<file path="src/sv/fril_pkg.sv">
// shared constants, codes and control types for the frame range lookup
package fril_pkg;

  localparam int MAX_RANGES = 16;
  localparam int CNT_W      = $clog2(MAX_RANGES + 1);
  localparam int IDX_W      = (MAX_RANGES > 1) ? $clog2(MAX_RANGES) : 1;

  localparam int FRAME_W = 32;
  localparam int STEP_W  = 31;
  localparam int INDEX_W = 32;
  localparam int HELD_W  = 5;
  localparam int STAT_W  = 2;
  // running index grows by at most 2^32 per range in the gap-spanning walk
  localparam int TMP_W   = 38;
  localparam int ENTRY_W = 2 * FRAME_W + STEP_W;

  typedef enum logic [1:0] {
    ACT_CLEAR  = 2'd0,
    ACT_APPEND = 2'd1,
    ACT_QUERY  = 2'd2,
    ACT_NONE   = 2'd3
  } action_t;

  typedef enum logic [STAT_W-1:0] {
    ST_OK     = 2'd0,
    ST_EMPTY  = 2'd1,
    ST_RANGE  = 2'd2,
    ST_REJECT = 2'd3
  } status_t;

  typedef enum logic [3:0] {
    S_IDLE,
    S_DECODE,
    S_RD,
    S_LAT,
    S_EVAL,
    S_DIV_CNT,
    S_LST,
    S_MUL,
    S_LADD,
    S_DIV_SNAP,
    S_RDN,
    S_LATN,
    S_GAP,
    S_DIV_END,
    S_IMPL_FIN,
    S_FINISH
  } state_t;

  typedef enum logic [2:0] {
    RES_OK,
    RES_EMPTY,
    RES_RANGE,
    RES_REJECT,
    RES_LISTED,
    RES_IMPLIED,
    RES_SNAP,
    RES_STEPEND
  } res_sel_t;

  typedef enum logic {
    DIV_DIFF,
    DIV_TMP
  } div_sel_t;

  typedef struct packed {
    logic     latch_in;
    logic     do_clear;
    logic     do_append;
    logic     ram_rd;
    logic     rd_next;
    logic     latch_cur;
    logic     latch_next;
    logic     r_inc;
    logic     lo_load;
    logic     div_start;
    div_sel_t div_sel;
    logic     cnt_load;
    logic     prod_load;
    logic     tmp_sub_cnt;
    logic     tmp_sub_gap;
    logic     res_load;
    res_sel_t res_sel;
    logic     out_load;
  } cmd_t;

  typedef struct packed {
    action_t act;
    logic    implied;
    logic    snap;
    logic    cnt_zero;
    logic    append_bad;
    logic    last;
    logic    tmp_lt_cnt;
    logic    tmp_lt_span;
    logic    gap_hit;
    logic    div_done;
    logic    out_free;
  } stat_t;

endpackage

</file>
<file path="src/sv/fril_ram.sv">
// generic single-write, single-read ram with registered read data
module fril_ram #(
  parameter int WIDTH = 8,
  parameter int DEPTH = 16,
  localparam int AW = (DEPTH > 1) ? $clog2(DEPTH) : 1
) (
  input  logic                   clk,
  input  logic                   we,
  input  logic [AW-1:0]          waddr,
  input  logic [WIDTH-1:0]       wdata,
  input  logic                   re,
  input  logic [AW-1:0]          raddr,
  output logic [WIDTH-1:0]       rdata
);
  logic [WIDTH-1:0] mem [DEPTH];

  // write port and registered read port
  always_ff @(posedge clk) begin
    if (we) begin
      mem[waddr] <= wdata;
    end
    if (re) begin
      rdata <= mem[raddr];
    end
  end
endmodule

</file>
<file path="src/sv/fril_div.sv">
// iterative unsigned divider, one quotient bit per cycle
module fril_div
  import fril_pkg::*;
(
  input  logic               clk,
  input  logic               rst,
  input  logic               start,
  input  logic [INDEX_W-1:0] dividend,
  input  logic [STEP_W-1:0]  divisor,
  output logic [INDEX_W-1:0] quotient,
  output logic [STEP_W-1:0]  remainder,
  output logic               done
);
  localparam int BIT_W = $clog2(INDEX_W);

  logic               busy;
  logic [BIT_W-1:0]   bit_cnt;
  logic [INDEX_W-1:0] rem;
  logic [INDEX_W-1:0] quo;
  logic [STEP_W-1:0]  dvs;
  logic [INDEX_W-1:0] shifted;
  logic               fits;

  // one restoring step
  assign shifted = {rem[INDEX_W-2:0], quo[INDEX_W-1]};
  assign fits    = shifted >= INDEX_W'(dvs);

  // control
  always_ff @(posedge clk) begin
    if (rst) begin
      busy    <= 1'b0;
      done    <= 1'b0;
      bit_cnt <= '0;
    end else begin
      done <= 1'b0;
      if (start) begin
        busy    <= 1'b1;
        bit_cnt <= '0;
      end else if (busy) begin
        bit_cnt <= bit_cnt + BIT_W'(1);
        if (bit_cnt == BIT_W'(INDEX_W - 1)) begin
          busy <= 1'b0;
          done <= 1'b1;
        end
      end
    end
  end

  // datapath
  always_ff @(posedge clk) begin
    if (start) begin
      rem <= '0;
      quo <= dividend;
      dvs <= divisor;
    end else if (busy) begin
      rem <= fits ? (shifted - INDEX_W'(dvs)) : shifted;
      quo <= {quo[INDEX_W-2:0], fits};
    end
  end

  assign quotient  = quo;
  assign remainder = rem[STEP_W-1:0];
endmodule

</file>
<file path="src/sv/fril_ctrl.sv">
// sequencer for append, clear and the range walk of a query
module fril_ctrl
  import fril_pkg::*;
(
  input  logic  clk,
  input  logic  rst,
  input  logic  in_valid,
  output logic  in_ready,
  input  stat_t st,
  output cmd_t  cmd
);
  state_t state, state_next;

  // state register
  always_ff @(posedge clk) begin
    if (rst) begin
      state <= S_IDLE;
    end else begin
      state <= state_next;
    end
  end

  // next state
  always_comb begin
    state_next = state;
    case (state)
      S_IDLE: begin
        if (in_valid) state_next = S_DECODE;
      end
      S_DECODE: begin
        if (st.act == ACT_QUERY && !st.cnt_zero) state_next = S_RD;
        else state_next = S_FINISH;
      end
      S_RD:  state_next = S_LAT;
      S_LAT: state_next = S_EVAL;
      S_EVAL: begin
        if (st.implied && !st.snap) begin
          state_next = st.last ? S_IMPL_FIN : S_RD;
        end else if (!st.implied) begin
          state_next = S_DIV_CNT;
        end else if (st.tmp_lt_span) begin
          state_next = S_DIV_SNAP;
        end else begin
          state_next = st.last ? S_FINISH : S_RDN;
        end
      end
      S_DIV_CNT: begin
        if (st.div_done) state_next = S_LST;
      end
      S_LST: begin
        if (st.tmp_lt_cnt) state_next = S_MUL;
        else state_next = st.last ? S_FINISH : S_RD;
      end
      S_MUL:  state_next = S_LADD;
      S_LADD: state_next = S_FINISH;
      S_DIV_SNAP: begin
        if (st.div_done) state_next = S_FINISH;
      end
      S_RDN:  state_next = S_LATN;
      S_LATN: state_next = S_GAP;
      S_GAP: begin
        state_next = st.gap_hit ? S_DIV_END : S_RD;
      end
      S_DIV_END: begin
        if (st.div_done) state_next = S_FINISH;
      end
      S_IMPL_FIN: state_next = S_FINISH;
      S_FINISH: begin
        if (st.out_free) state_next = S_IDLE;
      end
      default: state_next = S_IDLE;
    endcase
  end

  // outputs
  always_comb begin
    cmd      = '0;
    in_ready = 1'b0;
    case (state)
      S_IDLE: begin
        in_ready     = 1'b1;
        cmd.latch_in = in_valid;
      end
      S_DECODE: begin
        case (st.act)
          ACT_CLEAR: begin
            cmd.do_clear = 1'b1;
            cmd.res_load = 1'b1;
            cmd.res_sel  = RES_OK;
          end
          ACT_APPEND: begin
            cmd.res_load  = 1'b1;
            cmd.do_append = !st.append_bad;
            cmd.res_sel   = st.append_bad ? RES_REJECT : RES_OK;
          end
          ACT_QUERY: begin
            cmd.res_load = st.cnt_zero;
            cmd.res_sel  = RES_EMPTY;
          end
          default: begin
            cmd.res_load = 1'b1;
            cmd.res_sel  = RES_OK;
          end
        endcase
      end
      S_RD:  cmd.ram_rd = 1'b1;
      S_LAT: cmd.latch_cur = 1'b1;
      S_EVAL: begin
        if (st.implied && !st.snap) begin
          cmd.lo_load = 1'b1;
          cmd.r_inc   = !st.last;
        end else if (!st.implied) begin
          cmd.div_start = 1'b1;
          cmd.div_sel   = DIV_DIFF;
        end else if (st.tmp_lt_span) begin
          cmd.div_start = 1'b1;
          cmd.div_sel   = DIV_TMP;
        end else if (st.last) begin
          cmd.res_load = 1'b1;
          cmd.res_sel  = RES_RANGE;
        end
      end
      S_DIV_CNT: cmd.cnt_load = st.div_done;
      S_LST: begin
        if (!st.tmp_lt_cnt) begin
          cmd.tmp_sub_cnt = 1'b1;
          cmd.r_inc       = !st.last;
          cmd.res_load    = st.last;
          cmd.res_sel     = RES_RANGE;
        end
      end
      S_MUL: cmd.prod_load = 1'b1;
      S_LADD: begin
        cmd.res_load = 1'b1;
        cmd.res_sel  = RES_LISTED;
      end
      S_DIV_SNAP: begin
        cmd.res_load = st.div_done;
        cmd.res_sel  = RES_SNAP;
      end
      S_RDN: begin
        cmd.ram_rd  = 1'b1;
        cmd.rd_next = 1'b1;
      end
      S_LATN: cmd.latch_next = 1'b1;
      S_GAP: begin
        if (st.gap_hit) begin
          cmd.div_start = 1'b1;
          cmd.div_sel   = DIV_DIFF;
        end else begin
          cmd.tmp_sub_gap = 1'b1;
          cmd.r_inc       = 1'b1;
        end
      end
      S_DIV_END: begin
        cmd.res_load = st.div_done;
        cmd.res_sel  = RES_STEPEND;
      end
      S_IMPL_FIN: begin
        cmd.res_load = 1'b1;
        cmd.res_sel  = RES_IMPLIED;
      end
      S_FINISH: cmd.out_load = st.out_free;
      default: ;
    endcase
  end
endmodule

</file>
<file path="src/sv/fril_dp.sv">
// range table, walk registers, divider, multiplier and output register
module fril_dp
  import fril_pkg::*;
(
  input  logic                      clk,
  input  logic                      rst,
  input  cmd_t                      cmd,
  output stat_t                     st,
  input  logic [1:0]                in_action,
  input  logic signed [FRAME_W-1:0] in_start,
  input  logic signed [FRAME_W-1:0] in_end,
  input  logic [STEP_W-1:0]         in_step,
  input  logic [INDEX_W-1:0]        in_index,
  input  logic                      in_implied,
  input  logic                      in_snap,
  input  logic                      out_ready,
  output logic                      out_valid,
  output logic signed [FRAME_W-1:0] out_frame,
  output logic [STAT_W-1:0]         out_status,
  output logic [HELD_W-1:0]         out_held
);
  // latched item
  action_t                   act;
  logic signed [FRAME_W-1:0] a_s, a_e;
  logic [STEP_W-1:0]         a_st;
  logic                      imp, snp;

  logic [CNT_W-1:0]          count;
  logic [CNT_W-1:0]          r;
  logic [CNT_W-1:0]          r_plus;
  logic [TMP_W-1:0]          tmp;
  logic signed [FRAME_W-1:0] cur_s, cur_e, lo, ns;
  logic [STEP_W-1:0]         cur_st;
  logic [INDEX_W:0]          cnt;
  logic [FRAME_W-1:0]        prod;
  logic signed [FRAME_W-1:0] res_frame;
  status_t                   res_status;

  logic signed [FRAME_W-1:0] e_cl;
  logic [ENTRY_W-1:0]        rd_data;
  logic [IDX_W-1:0]          raddr;
  logic [INDEX_W-1:0]        diff;
  logic [INDEX_W:0]          span;
  logic signed [FRAME_W:0]   gap;
  logic signed [TMP_W+1:0]   tmp_s, gap_w;
  logic signed [FRAME_W+1:0] isum;
  logic [INDEX_W-1:0]        dividend;
  logic [INDEX_W-1:0]        quo;
  logic [STEP_W-1:0]         rem;
  logic                      div_done;

  // table storage: step, end, start from the top down
  assign e_cl   = (a_e < a_s) ? a_s : a_e;
  assign r_plus = r + CNT_W'(1);
  assign raddr  = cmd.rd_next ? r_plus[IDX_W-1:0] : r[IDX_W-1:0];

  fril_ram #(.WIDTH(ENTRY_W), .DEPTH(MAX_RANGES)) u_ram (
    .clk   (clk),
    .we    (cmd.do_append),
    .waddr (count[IDX_W-1:0]),
    .wdata ({a_st, e_cl, a_s}),
    .re    (cmd.ram_rd),
    .raddr (raddr),
    .rdata (rd_data)
  );

  // per-range arithmetic
  assign diff  = cur_e - cur_s;
  assign span  = {1'b0, diff} + (INDEX_W + 1)'(1);
  assign gap   = (FRAME_W + 1)'(ns) - (FRAME_W + 1)'(cur_s);
  assign tmp_s = $signed({2'b00, tmp});
  assign gap_w = (TMP_W + 2)'(gap);
  assign isum  = $signed({2'b00, tmp[INDEX_W-1:0]}) + (FRAME_W + 2)'(lo);

  assign dividend = (cmd.div_sel == DIV_TMP) ? tmp[INDEX_W-1:0] : diff;

  fril_div u_div (
    .clk       (clk),
    .rst       (rst),
    .start     (cmd.div_start),
    .dividend  (dividend),
    .divisor   (cur_st),
    .quotient  (quo),
    .remainder (rem),
    .done      (div_done)
  );

  // status to the controller
  assign st.act         = act;
  assign st.implied     = imp;
  assign st.snap        = snp;
  assign st.cnt_zero    = (count == '0);
  assign st.append_bad  = (a_st == '0) || (count >= CNT_W'(MAX_RANGES));
  assign st.last        = (r_plus == count);
  assign st.tmp_lt_cnt  = tmp < TMP_W'(cnt);
  assign st.tmp_lt_span = tmp < TMP_W'(span);
  assign st.gap_hit     = tmp_s < gap_w;
  assign st.div_done    = div_done;
  assign st.out_free    = !out_valid || out_ready;

  // control registers
  always_ff @(posedge clk) begin
    if (rst) begin
      count     <= '0;
      out_valid <= 1'b0;
    end else begin
      if (cmd.do_clear) count <= '0;
      else if (cmd.do_append) count <= count + CNT_W'(1);
      if (cmd.out_load) out_valid <= 1'b1;
      else if (out_ready) out_valid <= 1'b0;
    end
  end

  // walk and payload registers
  always_ff @(posedge clk) begin
    if (cmd.latch_in) begin
      act  <= action_t'(in_action);
      a_s  <= in_start;
      a_e  <= in_end;
      a_st <= in_step;
      imp  <= in_implied;
      snp  <= in_snap;
      tmp  <= TMP_W'(in_index);
      r    <= '0;
    end else begin
      if (cmd.r_inc) r <= r_plus;
      if (cmd.tmp_sub_cnt) tmp <= tmp - TMP_W'(cnt);
      else if (cmd.tmp_sub_gap) tmp <= TMP_W'(tmp_s - gap_w);
    end
    if (cmd.latch_cur) begin
      cur_s  <= rd_data[FRAME_W-1:0];
      cur_e  <= rd_data[2*FRAME_W-1:FRAME_W];
      cur_st <= rd_data[ENTRY_W-1:2*FRAME_W];
    end
    if (cmd.latch_next) ns <= rd_data[FRAME_W-1:0];
    if (cmd.lo_load && (r == '0 || cur_s < lo)) lo <= cur_s;
    if (cmd.cnt_load) cnt <= {1'b0, quo} + (INDEX_W + 1)'(1);
    if (cmd.prod_load) prod <= FRAME_W'(tmp[INDEX_W-1:0] * {1'b0, cur_st});
    if (cmd.out_load) begin
      out_frame  <= res_frame;
      out_status <= res_status;
      out_held   <= HELD_W'(count);
    end
  end

  // result selection
  always_ff @(posedge clk) begin
    if (cmd.res_load) begin
      case (cmd.res_sel)
        RES_LISTED: begin
          res_frame  <= cur_s + $signed(prod);
          res_status <= ST_OK;
        end
        RES_IMPLIED: begin
          if (isum > (FRAME_W + 2)'(32'sh7fffffff)) begin
            res_frame  <= '0;
            res_status <= ST_RANGE;
          end else begin
            res_frame  <= FRAME_W'(isum);
            res_status <= ST_OK;
          end
        end
        RES_SNAP: begin
          res_frame  <= cur_s + $signed(tmp[INDEX_W-1:0] - INDEX_W'(rem));
          res_status <= ST_OK;
        end
        RES_STEPEND: begin
          res_frame  <= cur_e - $signed(INDEX_W'(rem));
          res_status <= ST_OK;
        end
        RES_EMPTY: begin
          res_frame  <= '0;
          res_status <= ST_EMPTY;
        end
        RES_RANGE: begin
          res_frame  <= '0;
          res_status <= ST_RANGE;
        end
        RES_REJECT: begin
          res_frame  <= '0;
          res_status <= ST_REJECT;
        end
        default: begin
          res_frame  <= '0;
          res_status <= ST_OK;
        end
      endcase
    end
  end
endmodule

</file>
<file path="src/sv/frame_range_index_lookup.sv">
// Frame range table: appends or clears stepped ranges and maps an index to a
// frame number. One item is taken at a time; a result waits in an output
// register, so the next item is accepted while it is still unread. A query
// walks the stored ranges one by one through a table with one read port and
// one shared divider: implied mode reads every range, listed mode runs one
// division per range visited, and gap-spanning mode reads each range and the
// next start per gap crossed, ending with one division when a frame is found.
module frame_range_index_lookup
  import fril_pkg::*;
(
  input  logic         clk,
  input  logic         rst,
  input  logic         s_tvalid,
  output logic         s_tready,
  // range_start, range_end, range_step, query_index, zero pad
  input  logic [127:0] s_tdata,
  // action, implied_mode, snap_valid
  input  logic [3:0]   s_tuser,
  output logic         m_tvalid,
  input  logic         m_tready,
  // frame_number, status, ranges_held, zero pad
  output logic [39:0]  m_tdata
);
  cmd_t                      cmd;
  stat_t                     st;
  logic signed [FRAME_W-1:0] out_frame;
  logic [STAT_W-1:0]         out_status;
  logic [HELD_W-1:0]         out_held;

  // sequencer
  fril_ctrl u_ctrl (
    .clk      (clk),
    .rst      (rst),
    .in_valid (s_tvalid),
    .in_ready (s_tready),
    .st       (st),
    .cmd      (cmd)
  );

  // datapath
  fril_dp u_dp (
    .clk        (clk),
    .rst        (rst),
    .cmd        (cmd),
    .st         (st),
    .in_action  (s_tuser[1:0]),
    .in_start   (s_tdata[31:0]),
    .in_end     (s_tdata[63:32]),
    .in_step    (s_tdata[94:64]),
    .in_index   (s_tdata[126:95]),
    .in_implied (s_tuser[2]),
    .in_snap    (s_tuser[3]),
    .out_ready  (m_tready),
    .out_valid  (m_tvalid),
    .out_frame  (out_frame),
    .out_status (out_status),
    .out_held   (out_held)
  );

  assign m_tdata = {1'b0, out_held, out_status, out_frame};

  // checks
  a_one_at_a_time: assert property (@(posedge clk) disable iff (rst)
    (s_tvalid && s_tready) |=> !s_tready)
    else $error("new beat taken while an item is in work");

  a_held_bound: assert property (@(posedge clk) disable iff (rst)
    m_tvalid |-> (out_held <= HELD_W'(MAX_RANGES)))
    else $error("range count beyond table depth");

  a_error_zero: assert property (@(posedge clk) disable iff (rst)
    (m_tvalid && out_status != ST_OK) |-> (out_frame == '0))
    else $error("nonzero frame with error status");
endmodule

</file>
<file path="config.mk">
export PLATFORM = sky130hd
export DESIGN_NAME = frame_range_index_lookup
export DESIGN_NICKNAME = d
export VERILOG_FILES = /design/src/sv/fril_pkg.sv /design/src/sv/fril_ram.sv /design/src/sv/fril_div.sv /design/src/sv/fril_ctrl.sv /design/src/sv/fril_dp.sv /design/src/sv/frame_range_index_lookup.sv
export SDC_FILE = /design/constraint.sdc
export NUM_CORES = 2
export LEC_CHECK = 0
export BUFFER_PORTS_ARGS = -buffer_cell sky130_fd_sc_hd__buf_2
export CORE_MARGIN = 2
export CORE_UTILIZATION = 60
export DETAILED_ROUTE_END_ITERATION = 10
export GPL_TIMING_DRIVEN = 0
export MAX_ROUTING_LAYER = met4
export PLACE_DENSITY = 0.75
export SETUP_SLACK_MARGIN = 0.4
export SLEW_MARGIN = 20
export SYNTH_ARGS = -nofsm -noshare
export SYNTH_HDL_FRONTEND = slang
export SYNTH_HIERARCHICAL = 1
export SYNTH_SLANG_ARGS = --single-unit
</file>
<file path="constraint.sdc">
create_clock -name clk -period 18.75 [get_ports clk]
set_clock_uncertainty 0.2 [all_clocks]
set_input_delay 2.8125 -clock clk [delete_from_list [all_inputs] [get_ports clk]]
set_output_delay 2.8125 -clock clk [all_outputs]
set_load 0.02 [all_outputs]
</file>
==> run metrics <==
total die area=196000 µm²; warnings from Yosys=6; drt initial violations=10159; DRC violation count after routing=0; final std cell area, no fill=129000 µm²; Final Hold Fails=0; mean instance size in the synthesized netlist=14.0 µm²; startpoint kind of the worst setup timing path=flip-flop; sequential cell area=64400 µm²; H-tree lvl count=4; Synth Area in Compound Gates=8.27%; number of buffers added to fix hold violations after cts=0; final antenna-violating net count=0; global route overflow=0; biggest cell delay along the critical path=860 ps; clock-pin slew on the worst setup and hold paths=70 ps; number of buffers created by CTS=212; number of buffers inserted by post-CTS setup repair=0; post-synthesis net count=9347; IO Port Bufs=175; share of synthesized registers carrying an async set or reset=0%; post-detailed-route wirelength per cell=32.8 µm; Core Area=192000 µm²; Tmin final=10850 ps; Rows=161; met1 layer usage reported by global route=49.3%; clock insertion delay at the later pin of the skew report=900 ps; GR met2 Demand/Resource=61.2%; Detailed Routing Iterations Pass 1=8; maximum number of pins on one net before global-route repair=53; max-slew headroom at the worst pin=14.1%; initial antenna violation count=32; crit path max fanout=33; number of buffers between clock root and the deepest sink=3; peak-usage layer in the global routing report=met2; ports placed on the boundary=178; Worst setup EP type=flip-flop; total length of routed wires=378000 µm; Hold Slack=151 ps; synthesis-to-finish area growth=11.9%; final setup TNS=0 ps; final number of setup-violating endpoints=0; Total Nets Final=9894; run status=completed; die boundary width=443 µm; total area of multi-input combinational cells=46700 µm²; Least-Margin Pin Slew=1290 ps; max-cap viol count=0; count of distinct cell types in the synthesized netlist=109; worst setup path class=flip-flop to flip-flop; flops & latches, synth=2165; Post-Synth XOR/XNOR Area=3.11%; global placer's final weighted congestion=1.03; ratio of final minimum period to clock period=57.9%; routing usage on met3=7.40%; max-slew violation count=0; half-perimeter wire length after detailed placement=270000 µm; vias in the first global route=76619; most common cell after layout, fill and taps aside=sky130_fd_sc_hd__edfxtp_1; sequential share of the synthesized area=55.8%; most used flip-flop cell after synthesis=sky130_fd_sc_hd__edfxtp_1; total of fill cells in the finished design=12971; initial standard-cell utilization of the core=60.2%; Resize count post-CTS=0; multiplexer area fraction after synthesis=8.37%; maximum clock frequency=0.0922 GHz; number of vias in the routed layout=76341; RSZ-0062 raised after global routing=false; GRT Overall Usage=39.8%; Synth Cell Area=116000 µm²; CTS sink count=2165; dominant combinational cell family by area after synthesis=adder cells; gate count after technology mapping=8245; Slowest-stage cell, CP=sky130_fd_sc_hd__clkbuf_1; floorplan die height=443 µm; number of enable flip-flop cells after synthesis=2106; arrival time worst endpoint=11090 ps; placed instance area=122000 µm²; clock tree from TritonCTS=built; global-route wire length before repair=538000 µm; required time worst endpoint=18990 ps; most frequent cell on the critical path=sky130_fd_sc_hd__a21oi_1; simple-gate portion of the synthesized area=7.11%; Clk Tree Root Cell=sky130_fd_sc_hd__clkbuf_16; average via count per standard cell=6.63; Hold Crit Class=flip-flop to flip-flop; leading cell types in the layout, fill and taps excluded=2106 x sky130_fd_sc_hd__edfxtp_1, 838 x sky130_fd_sc_hd__inv_1, 601 x sky130_fd_sc_hd__nand2_1, 518 x sky130_fd_sc_hd__ha_1, 448 x sky130_fd_sc_hd__fa_1; share of post-route cells with drive strength above 1=14.3%; post-synthesis adder-cell area fraction=13.4%
==> worst max-delay path: cells and delay by family (launching register included) <==
kind	cells	cell delay (ps)
AND/OR/NAND/NOR	8	2150
flip-flops	1	580
buffers and inverters	4	2040
adder cells (fa/ha/maj)	3	800
XOR/XNOR	2	810
AO/OA/AOI/OAI	11	3780
==> routing by layer <==
metal,up-vias,wire length (µm)
met4,0,28800
met5,-,0
li1,31615,-
met1,38305,135000
met3,1176,38100
met2,5245,176000
==> synth_stat cells (12+ instances only) <==
| library cell | number | share of area (%) |
|---|---|---|
| sky130_fd_sc_hd__edfxtp_1 | 2106 | 55 |
| sky130_fd_sc_hd__inv_1 | 839 | 2.7 |
| sky130_fd_sc_hd__nand2_1 | 602 | 2.0 |
| sky130_fd_sc_hd__ha_1 | 518 | 5.6 |
| sky130_fd_sc_hd__fa_1 | 448 | 7.8 |
| sky130_fd_sc_hd__mux4_2 | 380 | 7.4 |
| sky130_fd_sc_hd__a21oi_1 | 334 | 1.4 |
| sky130_fd_sc_hd__and2_1 | 293 | 1.6 |
| sky130_fd_sc_hd__nor2_1 | 288 | 0.94 |
| sky130_fd_sc_hd__xnor2_1 | 263 | 2.0 |
| sky130_fd_sc_hd__clkbuf_1 | 226 | 0.73 |
| sky130_fd_sc_hd__a22oi_1 | 207 | 1.3 |
| sky130_fd_sc_hd__o21ai_0 | 206 | 0.89 |
| sky130_fd_sc_hd__a21o_1 | 160 | 1.0 |
| sky130_fd_sc_hd__xor2_1 | 145 | 1.1 |
| sky130_fd_sc_hd__nand3_1 | 86 | 0.37 |
| sky130_fd_sc_hd__nor3_1 | 84 | 0.36 |
| sky130_fd_sc_hd__a211oi_1 | 75 | 0.49 |
| sky130_fd_sc_hd__dfxtp_1 | 59 | 1.0 |
| sky130_fd_sc_hd__mux2_2 | 48 | 0.47 |
| sky130_fd_sc_hd__nand4_1 | 48 | 0.26 |
| sky130_fd_sc_hd__nand2b_1 | 45 | 0.24 |
| sky130_fd_sc_hd__o21a_1 | 45 | 0.29 |
| sky130_fd_sc_hd__o21bai_1 | 43 | 0.28 |
| sky130_fd_sc_hd__nor2b_1 | 41 | 0.22 |
| sky130_fd_sc_hd__and3_1 | 39 | 0.21 |
| sky130_fd_sc_hd__a31oi_1 | 36 | 0.19 |
| sky130_fd_sc_hd__o22ai_1 | 36 | 0.19 |
| sky130_fd_sc_hd__buf_2 | 35 | 0.15 |
| sky130_fd_sc_hd__or3_1 | 32 | 0.17 |
| sky130_fd_sc_hd__o211ai_1 | 29 | 0.19 |
| sky130_fd_sc_hd__a221o_1 | 28 | 0.24 |
| sky130_fd_sc_hd__buf_6 | 27 | 0.26 |
| sky130_fd_sc_hd__mux2i_1 | 27 | 0.23 |
| sky130_fd_sc_hd__mux2_4 | 20 | 0.26 |
| sky130_fd_sc_hd__nor4_1 | 19 | 0.10 |
| sky130_fd_sc_hd__or2_2 | 18 | 0.097 |
| sky130_fd_sc_hd__nor3b_1 | 17 | 0.11 |
| sky130_fd_sc_hd__buf_1 | 16 | 0.052 |
| sky130_fd_sc_hd__o31ai_1 | 15 | 0.097 |
| sky130_fd_sc_hd__a221oi_1 | 14 | 0.11 |
| sky130_fd_sc_hd__nand3b_1 | 14 | 0.091 |
| sky130_fd_sc_hd__o2111ai_1 | 12 | 0.091 |
==> state kept, by name, indices dropped and copies added, names as in the netlist, 31 cells and up <==
signal,count
u_dp/res_frame,32
u_dp/cur_e,32
u_dp/u_div/quotient,32
u_dp/out_frame,32
u_dp/a_s,32
u_dp/u_ram/mem,1520
u_dp/cur_s,32
u_dp/ns,32
u_dp/lo,32
u_dp/tmp,38
u_dp/prod,32
u_dp/u_div/rem,31
u_dp/cur_st,31
u_dp/u_div/dvs,31
u_dp/a_e,32
u_dp/cnt,33
u_dp/a_st,31
u_dp/u_ram/rdata,95
==> per-stage QoR <==
stage	cells	util [%]	setup slack (ps)
6_report	11509	67.3	7900
3_5_place_dp	11103	63.7	8260
5_1_grt	11505	67.3	7680
2_1_floorplan	8245	-	9490
3_3_place_gp	10946	62.3	1110
4_1_cts	11489	67.3	8130
==> cell families after synthesis <==
kind of cell	count (synthesis)
buf+inv	1154
other cells	1
xor+xnor	409
simple gates	1671
compound gates	1404
flops	2165
fa+ha+maj	966
mux	475
==> final timing paths <==
| path | startpoint | end | slack (ps) | cells after the start |
|---|---|---|---|---|
| setup / recovery | u_dp/cur_s[0] | u_dp/u_div/quotient[23] | 7900 | 28 |
| hold / removal | u_dp/u_ram/rdata[34] | u_dp/cur_e[2] | 150 | 0 |
| setup reg to reg | u_dp/cur_s[0] | u_dp/u_div/quotient[23] | 7900 | 28 |
| hold reg to reg | u_dp/u_ram/rdata[34] | u_dp/cur_e[2] | 150 | 0 |
==> cell type report <==
| cell class | instances | area share, % |
|---|---|---|
| sequential | 2165 | 49.8 |
| multi-input combinational | 4926 | 36.1 |
| clock buffer | 244 | 4.20 |
| timing repair buffer | 333 | 2.56 |
| inverter | 842 | 2.44 |
| tap | 2526 | 2.44 |
| clock inverter | 142 | 1.22 |
| buffer | 312 | 1.13 |
| antenna | 19 | 0.0368 |
Power is not shown: default switching activity piles up to over one toggle a cycle in this logic, so the estimate is an artifact.
